===== config.mk =====
export PLATFORM = sky130hd
export DESIGN_NAME = usb_pd_sink_policy_unit
export DESIGN_NICKNAME = d
export VERILOG_FILES = /design/src/rtl/core/usbpd_pkg.sv /design/src/rtl/core/usbpd_pdo_eval.sv /design/src/rtl/core/usb_pd_sink_policy_unit.sv
export SDC_FILE = /design/constraint.sdc
export NUM_CORES = 1
export LEC_CHECK = 0
export CORE_MARGIN = 5
export CORE_UTILIZATION = 50
export DETAILED_ROUTE_END_ITERATION = 16
export DONT_BUFFER_PORTS = 1
export GPL_TIMING_DRIVEN = 1
export PLACE_DENSITY = 0.64
export SLEW_MARGIN = 20
export SYNTH_ARGS = -nofsm -noshare
export SYNTH_HDL_FRONTEND = slang
export SYNTH_SLANG_ARGS = --single-unit

===== constraint.sdc =====
create_clock -name clock -period 13 [get_ports clock]
set_input_delay 0.65 -clock clock [delete_from_list [all_inputs] [get_ports clock]]
set_output_delay 0.65 -clock clock [all_outputs]
set_load 0.01 [all_outputs]

===== src/rtl/core/usbpd_pkg.sv =====
// Package for the USB PD sink policy unit: phase and sequencer types,
// message codes, register indexes, field widths and the current scaling helper.
// Used by usbpd_pdo_eval and usb_pd_sink_policy_unit.
package usbpd_pkg;

   localparam int unsigned VOLT_W  = 16;
   localparam int unsigned CURR_W  = 14;
   localparam int unsigned TICK_W  = 20;
   localparam int unsigned POS_W   = 3;
   localparam int unsigned CSR_IDX_W  = 2;
   localparam int unsigned CSR_DATA_W = 20;

   // Received message types.
   localparam logic [4:0] RX_SRC_CAPS = 5'd1;
   localparam logic [4:0] RX_ACCEPT   = 5'd2;
   localparam logic [4:0] RX_REJECT   = 5'd3;

   // Sent message types.
   localparam logic [4:0] TX_GOODCRC = 5'd1;
   localparam logic [4:0] TX_REQUEST = 5'd2;

   // Configuration register indexes.
   localparam logic [CSR_IDX_W-1:0] CSR_DESIRED_V = 2'd0;
   localparam logic [CSR_IDX_W-1:0] CSR_DESIRED_C = 2'd1;
   localparam logic [CSR_IDX_W-1:0] CSR_TIMEOUT   = 2'd2;

   localparam logic [VOLT_W-1:0] RESET_VOLT_MV    = 16'd5000;
   localparam logic [CURR_W-1:0] RESET_CURR_MA    = 14'd900;
   localparam logic [TICK_W-1:0] RESET_TIMEOUT    = 20'd500000;
   localparam logic [9:0]        FIELD_MAX        = 10'h3FF;

   typedef enum logic [1:0] {
      PH_INIT       = 2'd0,
      PH_READY      = 2'd1,
      PH_REQUESTING = 2'd2
   } phase_type;

   typedef enum logic [1:0] {
      ST_IDLE = 2'd0,
      ST_SCAN = 2'd1,
      ST_ACK  = 2'd2,
      ST_REQ  = 2'd3
   } seq_state_type;

   // Result of evaluating one power data object.
   typedef struct packed {
      logic              take;
      logic [VOLT_W-1:0] volt;
      logic [CURR_W-1:0] curr;
   } eval_result_type;

   // Milliamps divided by ten, saturated to the 10-bit field. The reciprocal
   // 6554/65536 is exact for every 14-bit input.
   function automatic logic [9:0] cur10_sat(input logic [CURR_W-1:0] ma);
      logic [26:0] prod;
      logic [10:0] quot;
      prod = 27'(ma) * 27'd6554;
      quot = prod[26:16];
      if (quot > 11'(FIELD_MAX)) begin
         return FIELD_MAX;
      end
      return quot[9:0];
   endfunction

endpackage


===== src/rtl/core/usbpd_pdo_eval.sv =====
// Shared evaluation unit: converts one power data object to millivolts and
// milliamps and decides whether it beats the best candidate so far.
// Depends on usbpd_pkg.
module usbpd_pdo_eval
   import usbpd_pkg::*;
(
   input  logic [31:0]       pdo,
   input  logic [VOLT_W-1:0] desired_volt,
   input  logic [CURR_W-1:0] desired_curr,
   input  logic              have_best,
   input  logic [VOLT_W-1:0] best_volt,
   input  logic [CURR_W-1:0] best_curr,
   output eval_result_type   result
);

   logic [VOLT_W-1:0] volt;
   logic [CURR_W-1:0] curr;
   logic              meets;
   logic              better;

   assign volt = VOLT_W'(pdo[19:10]) * VOLT_W'(50);
   assign curr = CURR_W'(pdo[9:0]) * CURR_W'(10);

   // Only fixed supplies qualify, and both minimums must be met.
   assign meets  = (pdo[31:30] == 2'b00) && (volt >= desired_volt) && (curr >= desired_curr);
   assign better = !have_best || (volt < best_volt) ||
                   ((volt == best_volt) && (curr < best_curr));

   assign result.take = meets && better;
   assign result.volt = volt;
   assign result.curr = curr;

endmodule


===== src/rtl/core/usb_pd_sink_policy_unit.sv =====
// Top level of the USB PD sink policy unit: sequencer, policy state, stored
// capability objects, configuration registers and the result register.
// Depends on usbpd_pkg and usbpd_pdo_eval.
//
//  Channel  | Direction | Handshake            | Content
//  ---------+-----------+----------------------+-----------------------------------
//  req_     | in        | req_valid/req_stall  | tick or received packet, 7 objects
//  rsp_     | out       | rsp_valid/rsp_stall  | one sent message plus status
//  csr_     | in        | csr_valid/csr_ready  | register index and write data
//
// A tick, an ignored packet, and a packet in init finish in the cycle of their
// transfer. Accept and Reject register their GoodCRC, then wait for its transfer.
// A capabilities packet scans min(object_count, MAX_OBJECTS) objects through one
// shared evaluation unit, one object a cycle (with a desired voltage of zero it is
// only acknowledged), then the GoodCRC and, if an object qualified, the Request,
// each held until its transfer. req_stall stays high from a packet's transfer
// until its last result has been taken. Reset is synchronous and active high; it
// restores the init phase, the 5 V / 900 mA contract and the register defaults.
module usb_pd_sink_policy_unit
   import usbpd_pkg::*;
#(
   parameter int unsigned MAX_OBJECTS = 7
)
(
   input  logic                  clock,
   input  logic                  reset,

   input  logic                  req_valid,
   output logic                  req_stall,
   input  logic                  req_action,
   input  logic [15:0]           req_header,
   input  logic [2:0]            req_object_count,
   input  logic [31:0]           req_object_0,
   input  logic [31:0]           req_object_1,
   input  logic [31:0]           req_object_2,
   input  logic [31:0]           req_object_3,
   input  logic [31:0]           req_object_4,
   input  logic [31:0]           req_object_5,
   input  logic [31:0]           req_object_6,

   output logic                  rsp_valid,
   input  logic                  rsp_stall,
   output logic [4:0]            rsp_out_message_type,
   output logic [2:0]            rsp_out_message_id,
   output logic                  rsp_out_object_count,
   output logic [31:0]           rsp_out_data_object,
   output logic                  rsp_last,
   output logic [VOLT_W-1:0]     rsp_active_voltage_mv,
   output logic [CURR_W-1:0]     rsp_active_current_ma,
   output logic [1:0]            rsp_sink_state,

   input  logic                  csr_valid,
   output logic                  csr_ready,
   input  logic [CSR_IDX_W-1:0]  csr_index,
   input  logic [CSR_DATA_W-1:0] csr_data
);

   localparam int unsigned IDX_W = (MAX_OBJECTS > 1) ? $clog2(MAX_OBJECTS) : 1;
   localparam logic [POS_W-1:0] MAX_POS = POS_W'(MAX_OBJECTS);

   // Configuration registers.
   logic [VOLT_W-1:0] desired_v_ff;
   logic [CURR_W-1:0] desired_c_ff;
   logic [TICK_W-1:0] timeout_ff;

   // Policy state.
   phase_type         phase_ff, phase_in;
   logic [2:0]        msg_cnt_ff, msg_cnt_in;
   logic [TICK_W-1:0] wait_ff, wait_in;
   logic [POS_W-1:0]  req_pos_ff, req_pos_in;
   logic [VOLT_W-1:0] act_v_ff, act_v_in;
   logic [CURR_W-1:0] act_c_ff, act_c_in;
   logic [31:0]       caps_ff [MAX_OBJECTS];

   // Sequencer and scan state.
   seq_state_type     state_ff, state_in;
   logic [POS_W-1:0]  idx_ff, idx_in;
   logic [POS_W-1:0]  lim_ff, lim_in;
   logic [POS_W-1:0]  best_pos_ff, best_pos_in;
   logic [VOLT_W-1:0] best_v_ff, best_v_in;
   logic [CURR_W-1:0] best_c_ff, best_c_in;
   logic [2:0]        mid_ff, mid_in;
   logic              pend_ff, pend_in;

   // Result register.
   logic              out_valid_ff, out_valid_in;
   logic [4:0]        out_type_ff, out_type_in;
   logic [2:0]        out_id_ff, out_id_in;
   logic              out_cnt_ff, out_cnt_in;
   logic [31:0]       out_obj_ff, out_obj_in;
   logic              out_last_ff, out_last_in;
   logic [VOLT_W-1:0] out_av_ff, out_av_in;
   logic [CURR_W-1:0] out_ac_ff, out_ac_in;
   logic [1:0]        out_st_ff, out_st_in;

   logic              caps_we;
   logic [31:0]       obj_in [7];
   logic [4:0]        rx_type;
   logic [2:0]        rx_id;
   logic [POS_W-1:0]  pos_m1;
   logic [IDX_W-1:0]  rd_idx;
   logic              pos_ok;
   logic              rsp_done;
   logic [9:0]        cur10;
   eval_result_type   ev;

   assign obj_in[0] = req_object_0;
   assign obj_in[1] = req_object_1;
   assign obj_in[2] = req_object_2;
   assign obj_in[3] = req_object_3;
   assign obj_in[4] = req_object_4;
   assign obj_in[5] = req_object_5;
   assign obj_in[6] = req_object_6;

   assign rx_type  = req_header[4:0];
   assign rx_id    = req_header[11:9];
   assign req_stall = (state_ff != ST_IDLE);
   assign csr_ready = 1'b1;
   assign rsp_done  = out_valid_ff && !rsp_stall;
   assign cur10     = cur10_sat(desired_c_ff);

   // The single capability read port serves the scan and the Accept path.
   assign pos_m1 = req_pos_ff - POS_W'(1);
   assign pos_ok = (req_pos_ff != '0) && (req_pos_ff <= MAX_POS);
   assign rd_idx = (state_ff == ST_SCAN) ? idx_ff[IDX_W-1:0] : pos_m1[IDX_W-1:0];

   usbpd_pdo_eval u_eval (
      .pdo          (caps_ff[rd_idx]),
      .desired_volt (desired_v_ff),
      .desired_curr (desired_c_ff),
      .have_best    (best_pos_ff != '0),
      .best_volt    (best_v_ff),
      .best_curr    (best_c_ff),
      .result       (ev)
   );

   always_comb begin
      state_in    = state_ff;
      phase_in    = phase_ff;
      msg_cnt_in  = msg_cnt_ff;
      wait_in     = wait_ff;
      req_pos_in  = req_pos_ff;
      act_v_in    = act_v_ff;
      act_c_in    = act_c_ff;
      idx_in      = idx_ff;
      lim_in      = lim_ff;
      best_pos_in = best_pos_ff;
      best_v_in   = best_v_ff;
      best_c_in   = best_c_ff;
      mid_in      = mid_ff;
      pend_in     = pend_ff;
      caps_we     = 1'b0;

      out_valid_in = out_valid_ff;
      out_type_in  = out_type_ff;
      out_id_in    = out_id_ff;
      out_cnt_in   = out_cnt_ff;
      out_obj_in   = out_obj_ff;
      out_last_in  = out_last_ff;
      out_av_in    = out_av_ff;
      out_ac_in    = out_ac_ff;
      out_st_in    = out_st_ff;

      case (state_ff)
         ST_IDLE: begin
            if (req_valid) begin
               if (!req_action) begin
                  // Time tick.
                  case (phase_ff)
                     PH_INIT: phase_in = PH_READY;
                     PH_REQUESTING: begin
                        if (wait_ff >= timeout_ff) begin
                           phase_in = PH_READY;
                        end else begin
                           wait_in = wait_ff + TICK_W'(1);
                        end
                     end
                     default: ;
                  endcase
               end else begin
                  case (phase_ff)
                     PH_READY: begin
                        if (rx_type == RX_SRC_CAPS) begin
                           caps_we = 1'b1;
                           mid_in  = rx_id;
                           if (desired_v_ff == '0) begin
                              // Requesting disabled: acknowledge only.
                              pend_in      = 1'b0;
                              out_valid_in = 1'b1;
                              out_type_in  = TX_GOODCRC;
                              out_id_in    = rx_id;
                              out_cnt_in   = 1'b0;
                              out_obj_in   = '0;
                              out_last_in  = 1'b1;
                              out_av_in    = act_v_ff;
                              out_ac_in    = act_c_ff;
                              out_st_in    = phase_in;
                              state_in     = ST_ACK;
                           end else begin
                              lim_in      = (req_object_count < MAX_POS) ?
                                            req_object_count : MAX_POS;
                              idx_in      = '0;
                              best_pos_in = '0;
                              state_in    = ST_SCAN;
                           end
                        end
                     end
                     PH_REQUESTING: begin
                        if (rx_type == RX_ACCEPT || rx_type == RX_REJECT) begin
                           if (rx_type == RX_ACCEPT && pos_ok) begin
                              act_v_in = ev.volt;
                              act_c_in = ev.curr;
                           end
                           phase_in     = PH_READY;
                           pend_in      = 1'b0;
                           out_valid_in = 1'b1;
                           out_type_in  = TX_GOODCRC;
                           out_id_in    = rx_id;
                           out_cnt_in   = 1'b0;
                           out_obj_in   = '0;
                           out_last_in  = 1'b1;
                           out_av_in    = act_v_in;
                           out_ac_in    = act_c_in;
                           out_st_in    = phase_in;
                           state_in     = ST_ACK;
                        end
                     end
                     default: ;
                  endcase
               end
            end
         end

         ST_SCAN: begin
            if (idx_ff < lim_ff) begin
               if (ev.take) begin
                  best_pos_in = idx_ff + POS_W'(1);
                  best_v_in   = ev.volt;
                  best_c_in   = ev.curr;
               end
               idx_in = idx_ff + POS_W'(1);
            end else begin
               pend_in      = (best_pos_ff != '0);
               out_valid_in = 1'b1;
               out_type_in  = TX_GOODCRC;
               out_id_in    = mid_ff;
               out_cnt_in   = 1'b0;
               out_obj_in   = '0;
               out_last_in  = (best_pos_ff == '0);
               out_av_in    = act_v_ff;
               out_ac_in    = act_c_ff;
               out_st_in    = phase_ff;
               state_in     = ST_ACK;
            end
         end

         ST_ACK: begin
            if (rsp_done) begin
               if (pend_ff) begin
                  // Commit the Request and present it.
                  req_pos_in   = best_pos_ff;
                  msg_cnt_in   = msg_cnt_ff + 3'd1;
                  phase_in     = PH_REQUESTING;
                  wait_in      = '0;
                  pend_in      = 1'b0;
                  out_valid_in = 1'b1;
                  out_type_in  = TX_REQUEST;
                  out_id_in    = msg_cnt_ff;
                  out_cnt_in   = 1'b1;
                  out_obj_in   = {1'b0, best_pos_ff, 1'b1, 7'd0, cur10, cur10};
                  out_last_in  = 1'b1;
                  out_av_in    = act_v_ff;
                  out_ac_in    = act_c_ff;
                  out_st_in    = phase_in;
                  state_in     = ST_REQ;
               end else begin
                  out_valid_in = 1'b0;
                  state_in     = ST_IDLE;
               end
            end
         end

         ST_REQ: begin
            if (rsp_done) begin
               out_valid_in = 1'b0;
               state_in     = ST_IDLE;
            end
         end

         default: state_in = ST_IDLE;
      endcase
   end

   always_ff @(posedge clock) begin
      if (reset) begin
         state_ff     <= ST_IDLE;
         phase_ff     <= PH_INIT;
         msg_cnt_ff   <= '0;
         wait_ff      <= '0;
         req_pos_ff   <= '0;
         act_v_ff     <= RESET_VOLT_MV;
         act_c_ff     <= RESET_CURR_MA;
         idx_ff       <= '0;
         lim_ff       <= '0;
         best_pos_ff  <= '0;
         pend_ff      <= 1'b0;
         out_valid_ff <= 1'b0;
         desired_v_ff <= '0;
         desired_c_ff <= '0;
         timeout_ff   <= RESET_TIMEOUT;
      end else begin
         state_ff     <= state_in;
         phase_ff     <= phase_in;
         msg_cnt_ff   <= msg_cnt_in;
         wait_ff      <= wait_in;
         req_pos_ff   <= req_pos_in;
         act_v_ff     <= act_v_in;
         act_c_ff     <= act_c_in;
         idx_ff       <= idx_in;
         lim_ff       <= lim_in;
         best_pos_ff  <= best_pos_in;
         pend_ff      <= pend_in;
         out_valid_ff <= out_valid_in;
         if (csr_valid && csr_ready) begin
            case (csr_index)
               CSR_DESIRED_V: desired_v_ff <= csr_data[VOLT_W-1:0];
               CSR_DESIRED_C: desired_c_ff <= csr_data[CURR_W-1:0];
               CSR_TIMEOUT:   timeout_ff   <= csr_data[TICK_W-1:0];
               default: ;
            endcase
         end
      end
   end

   // Payload registers carry no reset.
   always_ff @(posedge clock) begin
      best_v_ff   <= best_v_in;
      best_c_ff   <= best_c_in;
      mid_ff      <= mid_in;
      out_type_ff <= out_type_in;
      out_id_ff   <= out_id_in;
      out_cnt_ff  <= out_cnt_in;
      out_obj_ff  <= out_obj_in;
      out_last_ff <= out_last_in;
      out_av_ff   <= out_av_in;
      out_ac_ff   <= out_ac_in;
      out_st_ff   <= out_st_in;
   end

   // All MAX_OBJECTS object fields are stored on a capabilities transfer in the ready phase.
   always_ff @(posedge clock) begin
      if (caps_we) begin
         for (int i = 0; i < MAX_OBJECTS; i++) begin
            caps_ff[i] <= obj_in[i];
         end
      end
   end

   assign rsp_valid             = out_valid_ff;
   assign rsp_out_message_type  = out_type_ff;
   assign rsp_out_message_id    = out_id_ff;
   assign rsp_out_object_count  = out_cnt_ff;
   assign rsp_out_data_object   = out_obj_ff;
   assign rsp_last              = out_last_ff;
   assign rsp_active_voltage_mv = out_av_ff;
   assign rsp_active_current_ma = out_ac_ff;
   assign rsp_sink_state        = out_st_ff;

endmodule

==> out/qor.txt <==
Status -> complete, no violations
Post-CTS Setup Bufs -> 0
Total die area -> 44800 um2
P_leak -> 9.33 nW
Post-Place Worst Slack -> 4510 ps
Data arrival, critical path -> 8740 ps
Placed inst area -> 20700 um2
Flops & latches, synth -> 357
CP Launch Type -> register
Max cap viols -> 0
ANT cells -> 0
Synth top area share -> 34.9%
Sequential area share after synthesis -> 46.8%
Vias in the first global route -> 13300
Initial core utilization -> 50.8%
Synth cell types -> 76
Worst Skew -> 21.3 ps
Share of total power in combinational logic -> 55.1%
Initial antenna violation count -> 5
Critical-path maximum fanout -> 42
Mux cell area share after synthesis -> 4.70%
Peak VDD IR -> 0.243 mV
Core Area -> 40000 um2
Post-synthesis adder-cell area fraction -> 19.6%
Largest family of logic cells by synthesized area -> adder cells
GRT Overall Usage -> 19.8%
Max-slew violations -> 0
WS Path Type -> register to register
Site row count -> 73
Setup ws final -> 4510 ps
Sw Ratio -> 43.0%
CTS H-tree lvls -> 2
First-pass GRT wire length -> 71100 um
Max Root-Sink Buffers -> 3
CTS tree -> built
Fin crit share -> 65.3%
Final WL -> 44500 um
Final hold violations -> 0
Mean Syn Cell Area -> 11.0 um2
Worst-Skew Late Latency -> 550 ps
Cell Pwr Density -> 264 nW/um2
CTS sink count -> 357
Vias per cell -> 5.47
Yosys warning total -> 0
Clk pwr share -> 19.6%
Die width -> 212 um
Worst-Margin Slew -> 974 ps
Resized cells post-CTS -> 0
Area grow syn2layout -> 8.64%
XOR/XNOR share of the synthesized area -> 1.47%
Synth Flop Type -> edfxtp_1
Post-synthesis async set-or-reset flop share -> 0%
Post-synthesis compound-gate area fraction -> 10.6%
Register share of total power -> 25.3%
Setup TNS -> 0 ps
Post-synth EDFFs -> 236
Fin crit period -> 8490 ps
Hold Crit Class -> primary input to register
Syn Inst Count -> 1849
Share of cells above drive strength 1 -> 6.88%
Clock transition at path regs -> 60 ps
Synthesized area -> 20300 um2
FILL cells -> 3416
Via count -> 13100
Final Cell Area -> 22100 um2
Tot Pwr -> 5.83 mW
Slowest cell delay on critical path -> 670 ps
CTS Root Buffer Type -> clkbuf_16
Max Freq -> 0.118 GHz
Setup-failing EPs final -> 0
Detail Route Antenna Nets -> 0
Synth Area in Simple Gates -> 10.6%
DR iter-0 viols -> 676
Drt pass-1 iters -> 5
Switching power -> 2.51 mW
I/O Buffers -> 0
Largest net degree at the start of global routing -> 116
Routability cong. -> 0.829
Final HPWL DP -> 33300 um
Synth cell count leaders -> edfxtp_1 (236), ha_1 (232), inv_1 (221)
Post-synth top area cell -> edfxtp_1
Slew HR -> 35.1%
Hold-fix buffers, CTS -> 0
WHS -> 195 ps
Synth area leaders -> edfxtp_1 (35%), ha_1 (14%), dfxtp_1 (12%), fa_1 (5.3%), inv_1 (4.1%)
Worst path required time -> 13250 ps
CP endpoint kind -> register
# IOs -> 348
DRC violations left -> 0
Die Span Y -> 212 um
Num CTS Buffers -> 39
Critical path's slowest cell -> o21ai_0
Internal Power -> 3.32 mW
Cell with the most instances after synthesis -> edfxtp_1
NumNets Final -> 2388
RSZ-0062 raised after global routing -> false
Wire per inst -> 18.7 um
Congestion Overflow GR -> 0
CP dominant cell by count -> ha_1
[stage by stage]
step | std cells | utilization (%)
final | 2386 | 55.2
after global placement | 2315 | 51.8
after floorplan | 1859 | -
after global routing | 2386 | 55.2
after CTS | 2386 | 55.2
after detailed placement | 2315 | 51.8
[power by group through the flow]
stage	sequential, mW	combinational, mW	clock (mW)
detailed placement	1.50	3.21	0
CTS	1.48	3.24	1.17
floorplan	1.48	2.41	0
global route	1.48	3.69	1.22
finish	1.48	3.21	1.14
global placement	1.50	3.07	0
[layer usage]
metal / wire length [um] / vias to the layer above / GRT usage (%)
met5: 48 / - / 0
met4: 815 / 8 / 4.84
met3: 2970 / 55 / 5.02
met2: 21200 / 315 / 32.3
met1: 19500 / 6218 / 26.9
li1: - / 6456 / -
[placed cells by master, fill, tap and decap left out, types with 24 or more instances in the layout]
cell type | synthesis | final
nor2_1 | 96 | 95
ha_1 | 232 | 232
dfxtp_1 | 121 | 121
a21oi_1 | 133 | 133
a21o_1 | 27 | 26
mux2i_1 | 38 | 38
nand3_1 | 24 | 24
nand2_1 | 198 | 198
fa_1 | 54 | 54
clkbuf_16 | 0 | 43
o21ai_0 | 60 | 60
inv_1 | 221 | 221
nand4_1 | 24 | 24
edfxtp_1 | 236 | 236
[area by class of cell]
cell class                      count  area (um2)  area share, %
Clock buffer                       55        1210           5.49
Clock inverter                     16         139          0.629
Inverter                          222         833           3.78
Multi-Input combinational cell   1197        9610           43.6
Sequential cell                   357        9510           43.1
Tap cell                          525         657           2.98
Timing Repair Buffer               14         105          0.476
[sequential cells by signal, indices dropped and copies added, names as in the netlist, 2 cells and up]
name and count:
lim_ff 3, rsp_active_voltage_mv 16, act_c_ff 14, req_pos_ff 3, rsp_out_message_id 3, rsp_out_data_object 13, caps_ff 154, desired_c_ff 14
wait_ff 20, msg_cnt_ff 3, phase_ff 2, mid_ff 3, desired_v_ff 16, timeout_ff 20, best_c_ff 13, idx_ff 3
rsp_sink_state 2, state_ff 2, best_pos_ff 3, act_v_ff 16, rsp_active_current_ma 14, best_v_ff 15
[cell families after synthesis]
kind of cell               after synthesis
and+or+nand+nor                        457
other                                    2
muxes                                   68
AOI/OAI and AO/OA                      340
buffers and inverters                  305
xor gates and xnor gates                34
adders and majority gates              286
DFF                                    357
[worst max-delay path, delay by kind of cell (launching register included)]
family,cells,cell delay [ps]
multiplexers,1,200
AND/OR/NAND/NOR,9,2020
AO/OA/AOI/OAI,11,2510
buffers and inverters,5,750
adder cells (fa/ha/maj),6,2290
flip-flops,1,340
[final timing paths]
path,from,end,slack [ps],cells after the start
max,state_ff[1],best_v_ff[9],4510,32
min,req_object_6[6],caps_ff[6][6],190,0
max reg2reg,state_ff[1],best_v_ff[9],4510,32
min reg2reg,act_v_ff[13],act_v_ff[13],450,2
No activity file was read; power rests on OpenSTA's default activity.
